<file path="config.mk">
export PLATFORM = sky130hd
export DESIGN_NAME = dhcp_option_extractor
export DESIGN_NICKNAME = d
export VERILOG_FILES = /design/src/design/dhcpx_pkg.sv /design/src/design/dhcp_option_extractor.sv
export VERILOG_INCLUDE_DIRS = /design/src /design/src/design
export SDC_FILE = /design/constraint.sdc
export NUM_CORES = 1
export LEC_CHECK = 0
export BUFFER_PORTS_ARGS = -buffer_cell sky130_fd_sc_hd__clkbuf_2
export CAP_MARGIN = 20
export CELL_PAD_IN_SITES_DETAIL_PLACEMENT = 1
export CELL_PAD_IN_SITES_GLOBAL_PLACEMENT = 2
export CORE_ASPECT_RATIO = 1.2
export CORE_MARGIN = 3
export CORE_UTILIZATION = 43
export CTS_CLUSTER_DIAMETER = 50
export CTS_CLUSTER_SIZE = 10
export DETAILED_ROUTE_END_ITERATION = 6
export GPL_TIMING_DRIVEN = 0
export PLACE_DENSITY = 0.86
export REMOVE_ABC_BUFFERS = 1
export SLEW_MARGIN = 10
export SYNTH_ARGS = -nofsm -noshare
export SYNTH_HDL_FRONTEND = slang
export SYNTH_SLANG_ARGS = --single-unit
export TNS_END_PERCENT = 20
</file>
<file path="constraint.sdc">
create_clock -name clk -period 21.1 [get_ports clk]
set_input_delay 4.22 -clock clk [delete_from_list [all_inputs] [get_ports clk]]
set_output_delay 4.22 -clock clk [all_outputs]
set_load 0.01 [all_outputs]
</file>
<file path="src/design/assert_macros.svh">
// Assertion macros for the RTL; empty when synthesizing.
`ifndef ASSERT_MACROS_SVH
`define ASSERT_MACROS_SVH
`ifndef SYNTHESIS
// Checked property, disabled while reset is active.
`define ASSERT_CLK(lbl, clk, rstn, prop, msg) \
	lbl: assert property (@(posedge clk) disable iff (!rstn) prop) else $error(msg);
// Checked property, evaluated also during reset.
`define ASSERT_ALWAYS(lbl, clk, prop, msg) \
	lbl: assert property (@(posedge clk) prop) else $error(msg);
`else
`define ASSERT_CLK(lbl, clk, rstn, prop, msg)
`define ASSERT_ALWAYS(lbl, clk, prop, msg)
`endif
`endif

</file>
<file path="src/design/dhcpx_pkg.sv">
// Constants of the DHCP option extractor: option codes and parser phases.
`default_nettype none
package dhcpx_pkg;

	// Option codes
	localparam logic [7:0] OPT_PAD    = 8'd0;
	localparam logic [7:0] OPT_MASK   = 8'd1;
	localparam logic [7:0] OPT_DNS    = 8'd6;
	localparam logic [7:0] OPT_LEASE  = 8'd51;
	localparam logic [7:0] OPT_TYPE   = 8'd53;
	localparam logic [7:0] OPT_SERVER = 8'd54;
	localparam logic [7:0] OPT_END    = 8'd255;

	// Address option length
	localparam logic [7:0] ADDR_LEN = 8'd4;

	// Highest valid message type
	localparam logic [31:0] MSG_TYPE_MAX = 32'd8;

	// Parser phases
	localparam logic [1:0] PH_CODE  = 2'd0;
	localparam logic [1:0] PH_LEN   = 2'd1;
	localparam logic [1:0] PH_VALUE = 2'd2;
	localparam logic [1:0] PH_DRAIN = 2'd3;

	// Result tdata width, padded to whole bytes
	localparam int RES_BITS  = 201;
	localparam int RES_WIDTH = 208;

endpackage
`default_nettype wire

</file>
<file path="src/design/dhcp_option_extractor.sv">
// Streaming DHCP option parser that reports one result per options area.
`default_nettype none
`include "assert_macros.svh"
// DHCP option extractor. Feed the options area (after the magic cookie) one byte
// per request on the s_ side, with s_tlast on the last byte of each message.
// For each byte, parse state is updated and the result is built in
// the same cycle, and the result register on the m_ side is loaded at the edge
// that accepts the END byte, or the frame's last byte when END never came.
// A result is therefore seen in the cycle after the byte that closes it. The
// input side keeps taking one byte per cycle while a result waits, and only
// stalls when a new result is due and the held one has not been taken.
// DNS_SLOT_COUNT sets how many DNS server addresses are stored (at most three
// are reported).
module dhcp_option_extractor
	import dhcpx_pkg::*;
#(
	parameter int DNS_SLOT_COUNT = 3
) (
	input  wire logic                 clk,
	input  wire logic                 arst_n,
	input  wire logic                 s_tvalid,
	output logic                      s_tready,
	input  wire logic [7:0]           s_tdata,  // [7:0] option_byte
	input  wire logic                 s_tlast,  // frame_end
	output logic                      m_tvalid,
	input  wire logic                 m_tready,
	// [3:0] message_type, [35:4] server_ident, [36] server_ident_ok,
	// [68:37] lease_seconds, [69] lease_ok, [101:70] net_mask, [102] net_mask_ok,
	// [104:103] dns_count, [136:105] dns_first, [168:137] dns_second,
	// [200:169] dns_third, [207:201] zero
	output logic [RES_WIDTH-1:0]      m_tdata,
	output logic                      m_tuser   // malformed
);

	localparam int DNS_CAP = (DNS_SLOT_COUNT < 3) ? DNS_SLOT_COUNT : 3;

	// Parse state
	logic [1:0]  phase_q;
	logic [7:0]  code_q;
	logic [7:0]  left_q;
	logic [7:0]  idx_q;
	logic [31:0] shift_q;
	logic [3:0]  type_q;
	logic [31:0] srv_q, lease_q, mask_q;
	logic        srv_ok_q, lease_ok_q, mask_ok_q;
	logic [1:0]  cnt_q;
	logic [31:0] dns_slot_q [DNS_SLOT_COUNT];

	// Result register
	logic                 out_valid_q;
	logic [RES_WIDTH-1:0] out_data_q;
	logic                 out_bad_q;

	logic accept;
	logic [7:0] b;

	// Values after this byte's step
	logic [1:0]  p_phase;
	logic [7:0]  p_code, p_left, p_idx;
	logic [31:0] p_shift;
	logic [3:0]  p_type;
	logic [31:0] p_srv, p_lease, p_mask;
	logic        p_srv_ok, p_lease_ok, p_mask_ok;
	logic [1:0]  p_cnt;

	logic        commit;
	logic [7:0]  c_len;
	logic [31:0] c_val;
	logic [31:0] shift_new;
	logic [5:0]  dns_n;
	logic        four;
	logic        dns_wr;
	logic        emit, emit_end, bad;
	logic        clear;

	logic [31:0] slot_next [DNS_SLOT_COUNT];
	logic [31:0] dns_out [3];
	logic [RES_BITS-1:0] res;

	// Take a byte unless it closes a result while the held one is still waiting
	assign b         = s_tdata;
	assign s_tready  = !out_valid_q || m_tready || !emit;
	assign accept    = s_tvalid && s_tready;
	assign shift_new = {shift_q[23:0], b};
	assign dns_wr    = accept && (phase_q == PH_VALUE) && (code_q == OPT_DNS)
		&& (idx_q[1:0] == 2'd3);

	// Step the parser for one byte and commit finished options
	always_comb begin
		p_phase    = phase_q;
		p_code     = code_q;
		p_left     = left_q;
		p_idx      = idx_q;
		p_shift    = shift_q;
		p_type     = type_q;
		p_srv      = srv_q;
		p_lease    = lease_q;
		p_mask     = mask_q;
		p_srv_ok   = srv_ok_q;
		p_lease_ok = lease_ok_q;
		p_mask_ok  = mask_ok_q;
		p_cnt      = cnt_q;
		commit     = 1'b0;
		c_len      = 8'd0;
		c_val      = 32'd0;
		emit_end   = 1'b0;

		unique case (phase_q)
			PH_CODE: begin
				if (b == OPT_END) begin
					emit_end = 1'b1;
				end else if (b != OPT_PAD) begin
					p_code  = b;
					p_phase = PH_LEN;
				end
			end
			PH_LEN: begin
				p_left  = b;
				p_idx   = 8'd0;
				p_shift = 32'd0;
				if (b == 8'd0) begin
					commit = 1'b1;
				end else begin
					p_phase = PH_VALUE;
				end
			end
			PH_VALUE: begin
				p_shift = shift_new;
				p_idx   = idx_q + 8'd1;
				p_left  = left_q - 8'd1;
				if (left_q == 8'd1) begin
					commit = 1'b1;
					c_len  = idx_q + 8'd1;
					c_val  = shift_new;
				end
			end
			default: begin
			end
		endcase

		// Keep the finished option
		four  = (c_len == ADDR_LEN);
		dns_n = c_len[7:2];
		if (commit) begin
			p_phase = PH_CODE;
			unique case (code_q)
				OPT_TYPE: begin
					p_type = (c_len == 8'd1 && c_val >= 32'd1 && c_val <= MSG_TYPE_MAX)
						? c_val[3:0] : 4'd0;
				end
				OPT_SERVER: begin
					p_srv_ok = four;
					p_srv    = four ? c_val : 32'd0;
				end
				OPT_LEASE: begin
					p_lease_ok = four;
					p_lease    = four ? c_val : 32'd0;
				end
				OPT_MASK: begin
					p_mask_ok = four;
					p_mask    = four ? c_val : 32'd0;
				end
				OPT_DNS: begin
					if (c_len[1:0] != 2'd0) begin
						p_cnt = 2'd0;
					end else if (dns_n > 6'(DNS_CAP)) begin
						p_cnt = 2'(DNS_CAP);
					end else begin
						p_cnt = dns_n[1:0];
					end
				end
				default: begin
				end
			endcase
		end

		// Report on END, or on a frame end that is not draining
		bad   = !emit_end && s_tlast && (p_phase != PH_DRAIN);
		emit  = emit_end || bad;
		clear = emit_end || s_tlast;
	end

	// Slot values including this byte's write
	for (genvar k = 0; k < DNS_SLOT_COUNT; k++) begin : g_slot
		logic we;
		assign we = dns_wr && (idx_q[7:2] == 6'(k));
		assign slot_next[k] = we ? shift_new : dns_slot_q[k];

		always_ff @(posedge clk) begin
			if (we) begin
				dns_slot_q[k] <= shift_new;
			end
		end
	end

	// Reported DNS addresses, zero where the count does not reach
	for (genvar k = 0; k < 3; k++) begin : g_dns
		if (k < DNS_SLOT_COUNT) begin : g_on
			assign dns_out[k] = (2'(k) < p_cnt) ? slot_next[k] : 32'd0;
		end else begin : g_off
			assign dns_out[k] = 32'd0;
		end
	end

	assign res = {dns_out[2], dns_out[1], dns_out[0], p_cnt, p_mask_ok, p_mask,
		p_lease_ok, p_lease, p_srv_ok, p_srv, p_type};

	// Advance parse state on each accepted byte
	always_ff @(posedge clk or negedge arst_n) begin
		if (!arst_n) begin
			phase_q    <= PH_CODE;
			code_q     <= 8'd0;
			left_q     <= 8'd0;
			idx_q      <= 8'd0;
			shift_q    <= 32'd0;
			type_q     <= 4'd0;
			srv_q      <= 32'd0;
			lease_q    <= 32'd0;
			mask_q     <= 32'd0;
			srv_ok_q   <= 1'b0;
			lease_ok_q <= 1'b0;
			mask_ok_q  <= 1'b0;
			cnt_q      <= 2'd0;
		end else if (accept) begin
			if (clear) begin
				phase_q    <= (emit_end && !s_tlast) ? PH_DRAIN : PH_CODE;
				code_q     <= 8'd0;
				left_q     <= 8'd0;
				idx_q      <= 8'd0;
				shift_q    <= 32'd0;
				type_q     <= 4'd0;
				srv_q      <= 32'd0;
				lease_q    <= 32'd0;
				mask_q     <= 32'd0;
				srv_ok_q   <= 1'b0;
				lease_ok_q <= 1'b0;
				mask_ok_q  <= 1'b0;
				cnt_q      <= 2'd0;
			end else begin
				phase_q    <= p_phase;
				code_q     <= p_code;
				left_q     <= p_left;
				idx_q      <= p_idx;
				shift_q    <= p_shift;
				type_q     <= p_type;
				srv_q      <= p_srv;
				lease_q    <= p_lease;
				mask_q     <= p_mask;
				srv_ok_q   <= p_srv_ok;
				lease_ok_q <= p_lease_ok;
				mask_ok_q  <= p_mask_ok;
				cnt_q      <= p_cnt;
			end
		end
	end

	// Hold the result until taken
	always_ff @(posedge clk or negedge arst_n) begin
		if (!arst_n) begin
			out_valid_q <= 1'b0;
		end else if (accept && emit) begin
			out_valid_q <= 1'b1;
		end else if (m_tready) begin
			out_valid_q <= 1'b0;
		end
	end

	always_ff @(posedge clk) begin
		if (accept && emit) begin
			out_data_q <= {(RES_WIDTH - RES_BITS)'(0), res};
			out_bad_q  <= bad;
		end
	end

	assign m_tvalid = out_valid_q;
	assign m_tdata  = out_data_q;
	assign m_tuser  = out_bad_q;

	`ASSERT_ALWAYS(a_stall_only_when_full, clk, !s_tready |-> (m_tvalid && !m_tready), "input stalled with room for a result")
	`ASSERT_CLK(a_hold_result, clk, arst_n, (m_tvalid && !m_tready) |=> (m_tvalid && $stable(m_tdata) && $stable(m_tuser)), "held result changed before taken")
	`ASSERT_CLK(a_type_range, clk, arst_n, m_tvalid |-> (m_tdata[3:0] <= 4'd8), "message type out of range")
	`ASSERT_CLK(a_dns_cap, clk, arst_n, m_tvalid |-> (m_tdata[104:103] <= 2'(DNS_CAP)), "DNS count above cap")
	`ASSERT_CLK(a_srv_zero, clk, arst_n, (m_tvalid && !m_tdata[36]) |-> (m_tdata[35:4] == 32'd0), "server value without ok")
	`ASSERT_CLK(a_frame_restart, clk, arst_n, (s_tvalid && s_tready && s_tlast) |=> (phase_q == PH_CODE), "parser not restarted after frame end")

endmodule
`default_nettype wire

</file>
# Word level (Yosys, flattened, before mapping)

Memory sizes are Yosys's and may differ from the RTL's. A register that Yosys moved wholly into a read port is not among the register bits.
Cells that the tools add are included.
Widths: inputs -> output; s select.

Register bits: 262
Latch bits: 0
Bits in writable memories: 96
ROM bits: 0
Input port bits: 13
Output and inout bits: 211
Logic and storage cells: 146
Memories: 1

Add/sub/neg operators: 2
$mul: 0
Div/mod/pow operators: 0
$lt $le $gt $ge: 6
Eq/ne operators: 16
Shift-type cells: 0
Multiplexer cells: 68
Bitwise logic cells: 0
Reductions and logical operators: 37

Memories:

| name       | words | bits a word | rd ports | clocked after memory_dff | wr ports | line                        | source |
|---|---|---|---|---|---|---|---|
| dns_slot_q | 3     | 32          | 3        | 3                        | 1        | dhcp_option_extractor.sv:47 | `logic [31:0] dns_slot_q [DNS_SLOT_COUNT];` |

Operators with widths:

| kind                | number |
|---|---|
| $mux 32             | 14 |
| $mux 8              | 8 |
| $reduce_or 32->1    | 2 |
| $pmux 24 s2         | 1 |
| $ge 32x1->1 const B | 1 |
| $le 32x4->1 const B | 1 |
| $pmux 8 s2          | 2 |
| $mux 2              | 13 |
| $eq 8x1->1 const B  | 3 |
| $eq 8x6->1 const B  | 3 |
| $mux 24             | 1 |
| $mux 1              | 23 |
| $eq 8x3->1 const B  | 2 |
| $mux 4              | 4 |
| $logic_and 1x1->1   | 13 |
| $add 8x1->8 const B | 1 |
| $eq 8x8->1 const B  | 1 |
| $logic_not 8->1     | 1 |
| $reduce_bool 2->1   | 4 |
| $reduce_bool 8->1   | 1 |
| $sub 8x1->8 const B | 1 |
| $logic_not 1->1     | 7 |
| $eq 6x1->1 const B  | 1 |
| $eq 6x2->1 const B  | 1 |
| other kinds (14)    | 20 |

# Logic depth before layout (Yosys ltp)

Gate-level depths: netlist of run 1.

Word-level depth: 20
Mapped depth: 9
Gate-level depth less buffers: 7

# Worst setup path before layout of run 1

OpenSTA, ideal clock, no wires.

Path type: input-to-reg
Start: input s_tlast
End: register out_valid_q, in the netlist m_tvalid
Setup time: 0.120 ns
Data arrival time: 14.280 ns
Required time: 20.980 ns
Setup slack: 6.700 ns
Stages on the path: 6
Path through: nor2b_1 > a21boi_1 > nand2_1 > clkbuf_1 > nor2_1 > or2_2

Cells in the longest elaborated chain, start to end: 8
Elaborated cells between the ends (all ways): 9
Those cells by class: 1 x mux; 8 x reduce/logical

RTL lines:

| element                                     | line                         | source |
|---|---|---|
| from (decl)                                 | dhcp_option_extractor.sv:24  | `input wire logic s_tlast,` |
| $logic_and 1x1->1 * (2 in series)           | dhcp_option_extractor.sv:178 | `bad = !emit_end && s_tlast && (p_phase != PH_DRAIN);` |
| $logic_or 1x1->1 *                          | dhcp_option_extractor.sv:179 | `emit = emit_end \|\| bad;` |
| $logic_not 1->1                             | dhcp_option_extractor.sv:82  | `assign s_tready = !out_valid_q \|\| m_tready \|\| !emit;` |
| $logic_or 1x1->1                            | dhcp_option_extractor.sv:82  |  |
| $logic_and 1x1->1                           | dhcp_option_extractor.sv:83  | `assign accept = s_tvalid && s_tready;` |
| $logic_and 1x1->1 *                         | dhcp_option_extractor.sv:261 | `end else if (accept && emit) begin` |
| $mux 1 or $reduce_bool 2->1 (tied branches) | n/a                          |  |
| to (signal assigned)                        | dhcp_option_extractor.sv:260 | `out_valid_q <= 1'b0;` |
| to (signal assigned)                        | dhcp_option_extractor.sv:262 | `out_valid_q <= 1'b1;` |
| to (signal assigned)                        | dhcp_option_extractor.sv:264 | `out_valid_q <= 1'b0;` |
| to (decl)                                   | dhcp_option_extractor.sv:50  | `logic out_valid_q;` |

Every way passes the cells marked *; elsewhere a longest branch is shown, timed or not.
A chain may end at the register's enable or synchronous reset.

# Worst setup path after layout of run 1

Start: input s_tdata[7]
End: output s_tready

Cells in the longest elaborated chain, start to end: 10
Elaborated cells between the ends (all ways): 19
Those cells by class: 2 x eq/ne; 9 x mux; 8 x reduce/logical

RTL lines:

| element            | line                         | source |
|---|---|---|
| from (decl)        | dhcp_option_extractor.sv:23  | `input wire logic [7:0] s_tdata,` |
| $reduce_bool 8->1  | dhcp_option_extractor.sv:112 | `end else if (b != OPT_PAD) begin` |
| $mux 2             | dhcp_option_extractor.sv:112 |  |
| $mux 2             | dhcp_option_extractor.sv:110 | `if (b == OPT_END) begin` |
| $pmux 2 s2         | dhcp_option_extractor.sv:108 | `unique case (phase_q)` |
| $mux 2             | dhcp_option_extractor.sv:144 | `if (commit) begin` |
| $ne 2x2->1         | dhcp_option_extractor.sv:178 |  |
| $logic_and 1x1->1  | dhcp_option_extractor.sv:178 |  |
| $logic_or 1x1->1 * | dhcp_option_extractor.sv:179 |  |
| $logic_not 1->1 *  | dhcp_option_extractor.sv:82  |  |
| $logic_or 1x1->1 * | dhcp_option_extractor.sv:82  |  |
| to (decl)          | dhcp_option_extractor.sv:22  | `output logic s_tready,` |

Marked as above.

==> impl_results.md, run 1 <==
* Status: completed
* Peak fanout along the critical path at 13
* Number of fillers in the final layout at approximately 4200
* CTS tree: built
* Max IR drop VDD at between 0.00005 and 0.00006 V
* Pin count of the biggest net entering global routing at 81
* Synth cell types at roughly 70
* Cells after Synth at 1404
* Reg clk slew, reported paths at around 0.05 ns
* R2R depth at 7
* First-pass GRT wire length at around 84000 um
* Adder-Cell Fraction of Synth Area at less than 1%
* Antenna Cells at 0
* Critical path class: input port to primary output
* Reg-to-reg critical path endpoint: m_tdata[4]
* Die Area at roughly 0.046 mm^2
* Seq pwr share at between 40% and 50%
* Sequential share of the synthesized area at roughly 64%
* Syn_area_per_cell at between 10 and 15 um^2
* H-tree Lvls at 2
* DP HPWL at around 36000 um
* Post-synthesis cell area at approximately 0.018 mm^2
* Layout cells sized above 1 at between 20% and 30%
* Ports at about 220
* Critical path startpoint: s_tdata[7]
* Post-synth EDFFs at around 200
* Wire per inst at 24.6 um
* Setup Buffers After CTS at 0
* Post-cts sizing count at 0
* Final min period at between 10 and 15 ns
* Final Skew at approximately 0.016 ns
* Internal power at 0.00149 W
* Row count at 82
* Post-route ant nets at 0
* Starting Density at a little over two fifths
* Data required, critical path at between 15 and 20 ns
* Sw frac at 25.2%
* Part of the power in combinational logic at ~9%
* CP Capture Point: s_tready
* Flop and latch count out of synthesis at between 400 and 500
* CTS Hold Bufs at 0
* Num CTS Buffers at 53
* R2R Setup Slk at about 17 ns
* GRT Overall Usage at 23.8%
* Fmax at approximately 95 MHz
* Fraction of the mapped netlist area in compound gates at a little under a fifth
* Fin nets at 1619
* Pwr Density at 89.2 mW/mm^2
* Clock power share at between 40% and 50%
* Vias after detailed routing at between 10000 and 15000
* Mux contribution to synthesized area at 5.69%
* Slew HR at around a third
* Top_reg_cell synth: edfxtp_1
* Min-Delay Path Class: register to register
* Sum Neg Setup Slack at 0 ns
* Crit path DAT at approximately 6.3 ns
* Layout area overhead at 20.6%
* Clk root buf: clkbuf_16
* Worst-Skew Late Latency at 0.58 ns
* YS warnings at 0
* Die W at 195 um
* Final slew viol count at 0
* Vias in the first global route at between 10000 and 15000
* Via density at between 5 and 6
* CP Launch Type: input port
* Clock sinks at around 450
* Final setup violation count at 0
* Clk buf depth at 3
* Final Core Density at ~53%
* GP Congestion at 0.806
* Post-synthesis xor/xnor area fraction at less than 1%
* Number of port buffers at roughly 220
* Initial antenna violation count at 1
* DRT iter0 DRCs at roughly 900
* RSZ-0062 raised after global routing: false
* DRT Wirelength at roughly 54000 um
* Setup crit end kind: primary output
* Switching pwr at 0.000501 W
* 1st-pass router iterations at 5
* Pleak at 9.11 nW
* Die height at approximately 230 um
* Placeable core area at 0.0421 mm^2
* Final Cycle Share at 49.7%
* Fin. Hold Viols at 0
* Residual DRC at 0
* FF-to-FF Start: phase_q[0]
* GRT Residual Overflow at 0
* Worst Tran Pin Value at approximately 1.0 ns
* Largest family of logic cells by synthesized area: compound AO/OA/AOI/OAI gates
* Max Cap Viol at 0
* Synth Area in Simple Gates at between 6 and 7%
* Asr flop ratio synth at between 30% and 40%
==> area by class of cell <==
class                      instances  area [um^2]  share of cell area, %
clock inverter                     7         48.8                  0.219
sequential                       454        11900                   53.4
multi-input combinational        779         6010                   27.0
inverter                          44          165                  0.741
timing repair buffer             267         2000                   9.00
clock buffer                      91         1480                   6.64
tap                              546          683                   3.07
==> cells by family (layout without fill, tap and decap cells) <==
group | after synthesis | in the layout
AOI/OAI and AO/OA | 432 | 432
muxes | 97 | 97
other | 1 | 7
DFF | 454 | 454
adders and majority gates | 7 | 7
buffers and inverters | 177 | 409
and+or+nand+nor | 234 | 234
xor gates and xnor gates | 2 | 2
==> sequential cells by signal, indices dropped and copies added, names as in the netlist <==
name / cells
left_q: 8
phase_q: 2
type_q: 4
dns_slot_q: 96
cnt_q: 2
mask_ok_q: 1
m_tvalid: 1
lease_q: 32
srv_q: 32
mask_q: 32
srv_ok_q: 1
shift_q: 24
m_tuser: 1
code_q: 8
idx_q: 8
m_tdata: 201
lease_ok_q: 1
==> worst min-delay path by stage <==
stage               depth (start not counted)        startpoint          endpoint  slack (ns)
global placement                            1  dns_slot_q[0][5]  dns_slot_q[0][5]        0.44
floorplan                                   2  dns_slot_q[2][0]  dns_slot_q[2][0]        0.43
CTS                                         1  dns_slot_q[1][5]  dns_slot_q[1][5]        0.46
detailed placement                          2  dns_slot_q[2][5]  dns_slot_q[2][5]        0.45
finish                                      1  dns_slot_q[1][5]  dns_slot_q[1][5]        0.46
global route                                1  dns_slot_q[1][4]  dns_slot_q[1][4]        0.48
==> per-stage QoR <==
stage          total power (W)  std cells  hold WS, ns  cell area (um^2)  setup WS (ns)
2_1_floorplan          0.00110       1277        0.429             17900           6.71
3_3_place_gp           0.00117       2039        0.441             19700           2.05
3_5_place_dp           0.00119       2089        0.447             20700          10.64
4_1_cts                0.00201       2187        0.462             22300          10.61
5_1_grt                0.00207       2188        0.484             22300          10.51
6_report               0.00199       2188        0.457             22300          10.61
==> layout by cell type, fill, tap and decap left out, drive strengths merged, types with 8 or more instances in the layout <==
| cell type | synthesis | routed |
|---|---|---|
| mux2 | 64 | 64 |
| buf | 47 | 50 |
| nand3 | 14 | 14 |
| mux2i | 33 | 33 |
| and2 | 8 | 8 |
| a22o | 96 | 96 |
| nor2 | 21 | 21 |
| inv | 44 | 48 |
| a21boi | 67 | 67 |
| a211oi | 39 | 39 |
| o21ai | 74 | 74 |
| a21oi | 15 | 15 |
| o2bb2ai | 98 | 98 |
| nand2 | 129 | 129 |
| dfxtp | 96 | 96 |
| dfrtp | 156 | 156 |
| nand4 | 14 | 14 |
| clkbuf | 86 | 308 |
| edfxtp | 202 | 202 |
| nor4 | 12 | 12 |
==> routing by layer <==
metal | vias to the layer above | track usage [%] | wire length (um)
li1 | 5657 | - | -
met1 | 6546 | 29.8 | 21400
met2 | 403 | 41.6 | 27900
met3 | 106 | 4.04 | 2690
met4 | 2 | 8.67 | 1820
met5 | - | 0 | 12
==> synth_stat cells (4+ instances only) <==
cell type / number / area, um^2
edfxtp_1: 202 / 6070
dfrtp_1: 156 / 3900
nand2_1: 129 / 484
o2bb2ai_1: 98 / 858
a22o_1: 96 / 841
dfxtp_1: 96 / 1920
clkbuf_1: 82 / 308
o21ai_0: 73 / 365
mux2_2: 62 / 698
a21boi_0: 57 / 428
inv_1: 44 / 165
buf_2: 35 / 175
mux2i_1: 33 / 330
a211oi_2: 29 / 363
nor2_1: 21 / 78.8
a21oi_1: 14 / 70.1
nand4_1: 14 / 87.6
nand3_1: 12 / 60.1
a211oi_1: 10 / 75.1
a21boi_1: 10 / 75.1
buf_4: 9 / 67.6
nor4_1: 8 / 50.1
and2_1: 7 / 43.8
ha_1: 7 / 87.6
and3_1: 6 / 37.5
nor2b_1: 6 / 37.5
nor3_1: 6 / 30.0
o31ai_1: 5 / 37.5
a211o_1: 4 / 35.0
a21o_1: 4 / 30.0
a22oi_1: 4 / 30.0
clkbuf_2: 4 / 20.0
==> worst max-delay path: stages <==
cell and delay, ns:
clkbuf_2 0.43, nand4_1 0.32, nor3_1 0.90, o21ai_0 0.21, clkbuf_2 0.18
==> power groups by stage <==
stage | Combinational (W) | Clock, W | Sequential (W)
finish | 0.000179 | 0.000820 | 0.000989
global route | 0.000196 | 0.000879 | 0.000993
CTS | 0.000179 | 0.000839 | 0.000990
detailed placement | 0.000178 | 0 | 0.00101
global placement | 0.000154 | 0 | 0.00102
floorplan | 0.0000826 | 0 | 0.00101
No activity file was read; power rests on OpenSTA's default activity.
==> inputs of run 2 (changes only) <==
--- a/config.mk
+++ b/config.mk
@@ -12,12 +12,12 @@
 export CELL_PAD_IN_SITES_GLOBAL_PLACEMENT = 2
 export CORE_ASPECT_RATIO = 1.2
 export CORE_MARGIN = 3
-export CORE_UTILIZATION = 43
+export CORE_UTILIZATION = 40
 export CTS_CLUSTER_DIAMETER = 50
 export CTS_CLUSTER_SIZE = 10
 export DETAILED_ROUTE_END_ITERATION = 6
 export GPL_TIMING_DRIVEN = 0
-export PLACE_DENSITY = 0.86
+export PLACE_DENSITY = 0.81
 export REMOVE_ABC_BUFFERS = 1
 export SLEW_MARGIN = 10
 export SYNTH_ARGS = -nofsm -noshare
==> constraint.sdc (replaced) <==
create_clock -name clk -period 10 [get_ports clk]
set_input_delay 2 -clock clk [delete_from_list [all_inputs] [get_ports clk]]
set_output_delay 2 -clock clk [all_outputs]
set_load 0.01 [all_outputs]
==> run 2 against run 1 <==
Net effect:
- clock-buffer cell count rose by 1
- die area rose by 7.3%
- highest routed layer is now met4
- clock power rose by 120%
- design area rose by 0.34%
- flip-flop and latch count did not move
- power rose by 120%
- non-clock buffer count fell by 3
- worst hold slack barely moved
- cell count rose by 2.8%
- largest power group unchanged
==> impl_results.md, run 2 (synthesized netlist as in run 1, its figures left out) <==
* Fmax at approximately 170 MHz
* Clock power share at 42.8% (+1.5 points)
* GRT Residual Overflow at 0 (unchanged)
* Crit-path max cell delay at 0.90 ns (about the same)
* Most common cell after layout, fill and taps aside: clkbuf_2
* Die Area at 0.0488 mm^2 (+7.3%)
* GRT Overall Usage at 22.0% (-1.8 points)
* CP Cell Sequence: clkbuf_2 -> nand4_1 -> nor3_1 -> o21ai_0 -> clkbuf_2
* Starting Density at 40.8% (-3.1 points)
* Antenna Cells at 0 (unchanged)
* 1st-pass router iterations at 5 (unchanged)
* Residual DRC at 0 (unchanged)
* Most frequent cells in the layout: clkbuf_2 (216), edfxtp_1 (202), dfrtp_1 (156)
* CP Launch Type: input port
* Buf/Inv on CP at 2 (unchanged)
* DRT Wirelength at 54700 um (+1.5%)
* Placeable core area at 0.0453 mm^2 (+7.7%)
* Post-cts sizing count at 0 (unchanged)
* Part of the power in combinational logic at 8.6% (-0.4 points)
* Data required, critical path at 8.00 ns (-8.88 ns)
* Sw frac at 24.9% (-0.30 points)
* Clock sinks at 454 (unchanged)
* WL met3 at 2070 um (-23%)
* Placed insts at 2149 (+2.9%)
* Pwr Density at 192 mW/mm^2 (+120%)
* Layout area overhead at 21.0%
* Peak fanout along the critical path at 16 (+3)
* RSZ-0062 raised after global routing: false
* Row count at 85 (+3.7%)
* Setup Buffers After CTS at 0 (unchanged)
* Worst Hold Path Cells at 2 (+1)
* Min-Delay Path Class: register to register
* Critical path's slowest cell: nor3_1
* Post-route ant nets at 0 (unchanged)
* Top layer in use: met4
* CTS Hold Bufs at 0 (unchanged)
* H-tree Lvls at 2 (unchanged)
* Wire per inst at 24.3 um (-1.2%)
* M1 WL at 22600 um (+5.5%)
* Pleak at 9.11 nW (about the same)
* Final slew viol count at 0 (unchanged)
* Final Hold Slack at 0.457 ns (-0.0000380 ns)
* Internal power at 0.00323 W (+120%)
* Vias after detailed routing at 12600 (-0.82%)
* Switching pwr at 0.00107 W (+110%)
* Die W at 202 um (+3.6%)
* Fin. Hold Viols at 0 (unchanged)
* Number of port buffers at 216 (unchanged)
* Fin cells at 2249 (+2.8%)
* Slew HR at 30.8% (-0.74 points)
* CTS tree: built
* Vias in the first global route at 13400 (-2.1%)
* Die height at 241 um (+3.6%)
* Pin count of the biggest net entering global routing at 82 (+1.2%)
* Worst Tran Pin Value at 1.03 ns (+0.0111 ns)
* Worst-Skew Late Latency at 0.57 ns (about the same)
* Biggest regs: m_tdata (201), dns_slot_q (96)
* Reg with most FFs: m_tdata
* Fin nets at 1617 (-0.12%)
* First-pass GRT wire length at 83300 um (-1.1%)
* Final min period at 6.05 ns
* Worst setup margin at 3.95 ns (-6.65 ns)
* CP most frequent cell: clkbuf_2
* WP depth at 5 (unchanged)
* Reg clk slew, reported paths at 0.06 ns (about the same)
* DRT iter0 DRCs at 698 (-21%)
* Num CTS Buffers at 54 (+1.9%)
* Critical path class: input port to primary output
* Sum Neg Setup Slack at 0 ns (unchanged)
* Max Cap Viol at 0 (unchanged)
* Crit path DAT at 4.05 ns (-2.22 ns)
* Setup WS pre-CTS at 3.88 ns (-6.75 ns)
* Seq pwr share at 48.6% (-1.1 points)
* Setup crit end kind: primary output
* GP Congestion at 0.791 (-1.8%)
* Initial antenna violation count at 0 (-1)
* Clk root buf: clkbuf_16
* Ports at 224 (unchanged)
* Final Skew at 0.0151 ns (-0.000928 ns)
* Max reg flops at 201 (unchanged)
* Layout cells sized above 1 at 27.3% (+0.094 points)
* DP HPWL at 36600 um (+1.8%)
* Via density at 5.61 (-3.5%)
* R2R depth at 9 (+2)
* Status: completed
* WL met2 at 28300 um (+1.2%)
* Final Cycle Share at roughly three fifths
* Clk buf depth at 3 (unchanged)
* Max IR drop VDD at 0.000110 V (+87%)
* Cell family with most CP delay: simple AND/OR/NAND/NOR gates
* Final setup violation count at 0 (unchanged)
## run 2: path summary, 6_finish.rpt
check,from,end,slack [ns]
min,dns_slot_q[2][2],dns_slot_q[2][2],0.46
max,s_tdata[1],s_tready,3.95
min reg2reg,dns_slot_q[2][2],dns_slot_q[2][2],0.46
max reg2reg,phase_q[0],m_tdata[16],5.42
max in group asynchronous,arst_n,mask_ok_q,7.65
min in group asynchronous,arst_n,lease_q[19],1.48
## run 2: power by group through the flow
stage                     sequential (W)  combinational, W  clock (W)
after global placement           0.00215          0.000329          0
after detailed placement         0.00213          0.000372          0
after floorplan                  0.00214          0.000174          0
final                            0.00209          0.000370    0.00184
after global routing             0.00210          0.000406    0.00197
after CTS                        0.00209          0.000374    0.00189
## run 2: through the flow
stage	utilization (%)	power, W	instance area [um^2]
after floorplan	-	0.00231	17900
after global placement	43.6	0.00248	19700
after detailed placement	45.7	0.00250	20700
after CTS	49.3	0.00435	22300
after global routing	49.3	0.00447	22400
final	49.3	0.00430	22400
## run 2: per-layer routing
layer | vias up | global-route usage, %
met5 | - | 0
li1 | 5664 | -
met2 | 332 | 39.7
met4 | 0 | 7.56
met3 | 98 | 2.86
met1 | 6516 | 27.4
## run 2: cell type report
class	instances	area, um^2
fillers	4691	23000
flip-flops and latches	454	11900
multi-input cells	779	6000
repair buffers	264	1890
clock buffers	92	1550
well taps	609	762
inverters	44	165
clock inverters	7	95.1
## run 2: worst reg2reg max path, delay by kind of cell, from the launching register on
family / cells / cell delay (ns)
AO/OA/AOI/OAI: 3 / 1.39
buffers and inverters: 4 / 0.92
adder cells (fa/ha/maj): 1 / 0.87
flip-flops: 1 / 0.40
AND/OR/NAND/NOR: 1 / 0.85
==> inputs of run 3 (changes only) <==
--- a/config.mk
+++ b/config.mk
@@ -6,13 +6,14 @@
 export SDC_FILE = /design/constraint.sdc
 export NUM_CORES = 1
 export LEC_CHECK = 0
+export ABC_AREA = 1
 export BUFFER_PORTS_ARGS = -buffer_cell sky130_fd_sc_hd__clkbuf_2
 export CAP_MARGIN = 20
 export CELL_PAD_IN_SITES_DETAIL_PLACEMENT = 1
 export CELL_PAD_IN_SITES_GLOBAL_PLACEMENT = 2
 export CORE_ASPECT_RATIO = 1.2
 export CORE_MARGIN = 3
-export CORE_UTILIZATION = 40
+export CORE_UTILIZATION = 36
 export CTS_CLUSTER_DIAMETER = 50
 export CTS_CLUSTER_SIZE = 10
 export DETAILED_ROUTE_END_ITERATION = 6
==> constraint.sdc (replaced) <==
create_clock -name clk -period 6 [get_ports clk]
set_input_delay 1.2 -clock clk [delete_from_list [all_inputs] [get_ports clk]]
set_output_delay 1.2 -clock clk [all_outputs]
set_load 0.01 [all_outputs]
==> run 3 against run 2 <==
Net effect:
- clock-buffer cell count increased by 2
- worst hold slack better by 0.010 ns
- critical path depth increased by 8
- sequential share of layout area shrank 1.1 points
- wire length up 7.2%
- flip-flop and latch count stayed put
- worst setup slack got worse by 2.2 ns
- sequential power up 65%
- critical endpoint is now m_tdata[169]
- cell count up 34%
- synthesized cell count grew 49%
- clock power is 63% higher
- clock skew up 0.018 ns
==> impl_results.md, run 3 <==
* Status: completed
* Layout area overhead at 17.9%
* Final min period at ~4.2 ns
* Worst-Skew Late Latency at 0.61 ns (+0.04 ns)
* Final Skew at 0.0328 ns (+0.0177 ns)
* Fmax at between 200 and 250 MHz
* RSZ-0062 raised after global routing: false
* Flop and latch count out of synthesis at 454 (unchanged)
* DRT iter0 DRCs at 781 (+12%)
* Final setup violation count at 0 (unchanged)
* Max IR drop VDD at 0.000201 V (+82%)
* DP HPWL at 38400 um (+5.0%)
* CP Launch Type: register
* Final Core Density at 43.2% (-6.1 points)
* FF-to-FF Start: left_q[1]
* Die height at 260 um (+7.7%)
* Post-synthesis cell area at 0.0194 mm^2 (+4.8%)
* Max reg flops at 201 (unchanged)
* Worst Hold Path Cells at 2 (unchanged)
* Post-route ant nets at 0 (unchanged)
* Crit path DAT at 4.67 ns (+0.62 ns)
* CP most frequent cell: nand2_1
* Fraction of the mapped netlist area in compound gates at 7.33% (-12 points)
* Vias after detailed routing at 14800 (+17%)
* Reg-to-reg critical path endpoint: m_tdata[169]
* Setup Buffers After CTS at 0 (unchanged)
* Pwr Density at 304 mW/mm^2 (+58%)
* Largest family of logic cells by synthesized area: simple AND/OR/NAND/NOR gates
* Vias in the first global route at 15600 (+17%)
* Sequential share of the synthesized area at 61.4% (-2.9 points)
* Clk buf depth at 3 (unchanged)
* Setup WS pre-CTS at 1.34 ns (-2.54 ns)
* Die W at 218 um (+7.7%)
* Fin. Hold Viols at 0 (unchanged)
* Hold Startpoint: mask_q[3]
* GP Congestion at 0.804 (+1.6%)
* Critical path's slowest cell: nand2_2
* Clk root buf: clkbuf_16
* Peak fanout along the critical path at 36 (+20)
* Via density at 4.89 (-13%)
* First-pass GRT wire length at 91000 um (+9.2%)
* Register area at 0.0119 mm^2 (unchanged)
* Slew HR at 35.2% (+4.4 points)
* Sum Neg Setup Slack at 0 ns (unchanged)
* Largest cells by area after synthesis: edfxtp_1 (31%), dfrtp_1 (20%), nand2_1 (11%)
* Pleak at 11.1 nW (+22%)
* Post-cts sizing count at 0 (unchanged)
* 1st-pass router iterations at 5 (unchanged)
* H-tree Lvls at 2 (unchanged)
* Syn_area_per_cell at 9.29 um^2 (-29%)
* GRT Residual Overflow at 0 (unchanged)
* Biggest regs: m_tdata (201), dns_slot_q (96)
* Multi-input combinational cell area at 0.00576 mm^2 (-4.0%)
* DRT Wirelength at 58600 um (+7.2%)
* Post-synth EDFFs at 202 (unchanged)
* Count leader, synth: nand2_1
* Critical path class: register to register
* Number of port buffers at 216 (unchanged)
* Setup crit end kind: register
* Asr flop ratio synth at 34.4% (unchanged)
* Die Area at 0.0566 mm^2 (+16%)
* Top_reg_cell synth: edfxtp_1
* Adder-Cell Fraction of Synth Area at 0.452% (-0.022 points)
* Worst setup margin at 1.76 ns (-2.20 ns)
* CP Cell Sequence: inv_1 -> ha_1 -> nand2_1 -> nor2_4 -> nand2_2 -> inv_1 -> nand2_1 -> nand2_1 -> nand2_1 -> nand2_2 -> nand2_2 -> buf_16 -> nor2_1
* R2R Setup Slk at 1.76 ns (-3.66 ns)
* Min-Delay Path Class: register to register
* Final Cycle Share at ~71%
* Cells after Synth at 2085 (+49%)
* Most common cell after layout, fill and taps aside: nand2_1
* Row count at 92 (+8.2%)
* Synth Area in Simple Gates at 21.3% (+15 points)
* Most frequent cells in the layout: nand2_1 (575), inv_1 (322), clkbuf_2 (215)
* YS warnings at 0 (unchanged)
* CTS tree: built
* Initial antenna violation count at 0 (unchanged)
* Starting Density at 36.7% (-4.1 points)
* Reg with most FFs: m_tdata
* Wire per inst at 19.4 um (-20%)
* Number of fillers in the final layout at 6082 (+30%)
* Clock sinks at 454 (unchanged)
* Final slew viol count at 0 (unchanged)
* Num CTS Buffers at 53 (-1.9%)
* CTS Hold Bufs at 0 (unchanged)
* Layout cells sized above 1 at 16.1% (-11 points)
* Placeable core area at 0.0528 mm^2 (+17%)
* Mux contribution to synthesized area at 0% (-5.7 points)
* Residual DRC at 0 (unchanged)
* Worst Tran Pin Value at 0.971 ns (-0.0590 ns)
* Pin count of the biggest net entering global routing at 115 (+40%)
* Share of the synthesized area in the top cell type at 31.3% (-1.5 points)
* Antenna Cells at 0 (unchanged)
* Ports at 224 (unchanged)
* GRT Overall Usage at 20.7% (-1.2 points)
* Crit-path max cell delay at 0.57 ns (-0.33 ns)
* R2R depth at 13 (+4)
* Hold EP: mask_q[3]
* Fin nets at 2292 (+42%)
* Data required, critical path at 6.43 ns (-1.57 ns)
* Largest area contributor in the netlist: edfxtp_1
* Post-synthesis xor/xnor area fraction at 0.220% (+0.12 points)
* Synth cell types at 44 (-39%)
* Max Cap Viol at 0 (unchanged)
* Reg clk slew, reported paths at 0.05 ns (about the same)
* Commonest cells post-synth: nand2_1 (576), inv_1 (323), edfxtp_1 (202)
[run 3: changes by cell type in the layout (fill, tap and decap cells not counted), moves of 42 or more]
cell	change
nor2_1	+85
a22o_1	-96
o21ai_1	+75
nand3_1	+42
a21boi_1	+43
inv_1	+278
o2bb2ai_1	-98
nand4_1	+59
nand2_1	+447
a21boi_0	-56
mux2_2	-62
[run 3: worst max-delay path, delay by kind of cell (launching register included)]
kind                     cells  cell delay [ns]
adder cells (fa/ha/maj)      1             0.17
buffers and inverters        3             0.88
AND/OR/NAND/NOR              9             2.66
flip-flops                   1             0.36
[run 3: report_power, final]
group	switching [W]	internal [W]	leakage, nW
Combinational	0.000361	0.000134	5.51
Sequential	0.0000855	0.00336	4.86
Clock	0.00128	0.00172	0.760
Total	0.00172	0.00522	11.1
[run 3: cells by family after synthesis]
kind of cell | Yosys count
other cells | 1
simple gates | 932
compound gates | 244
xor+xnor | 4
buf+inv | 443
fa+ha+maj | 7
flops | 454
[run 3: routing by layer]
metal | vias up | part of all wire (%) | track usage, %
li1 | 7005 | - | -
met1 | 7329 | 42 | 25.9
met2 | 314 | 50 | 36.4
met3 | 113 | 4.0 | 3.34
met4 | 0 | 3.7 | 7.56
met5 | - | 0 | 0
[run 3: how the worst max path moves through the flow]
| stage | startpoint | end | slack, ns |
|---|---|---|---|
| 2_1_floorplan | s_tdata[3] | m_tdata[0] | -1.66 |
| 4_1_cts | phase_q[0] | m_tdata[169] | 1.30 |
| 3_5_place_dp | phase_q[0] | m_tdata[169] | 1.34 |
| 5_1_grt | left_q[1] | m_tdata[190] | 1.40 |
| 3_3_place_gp | s_tdata[5] | m_tdata[14] | -5.32 |
| 6_report | left_q[1] | m_tdata[169] | 1.76 |
[run 3: cell type report]
type                            instances  area share (%)
Inverter                              334            5.54
Sequential cell                       454            52.1
Tap cell                              705            3.86
Timing Repair Buffer                  235            6.33
Clock inverter                          5           0.164
Clock buffer                           94            6.75
Multi-Input combinational cell       1194            25.3
[run 3: metrics by stage]
step / hold WS [ns] / power (W) / cells / instance area [um^2]
after floorplan: 0.442 / 0.00375 / 1982 / 18800
after global placement: 0.454 / 0.00399 / 2903 / 20800
after detailed placement: 0.459 / 0.00401 / 2921 / 21200
after CTS: 0.473 / 0.00704 / 3020 / 22800
after global routing: 0.488 / 0.00721 / 3021 / 22800
final: 0.467 / 0.00694 / 3021 / 22800
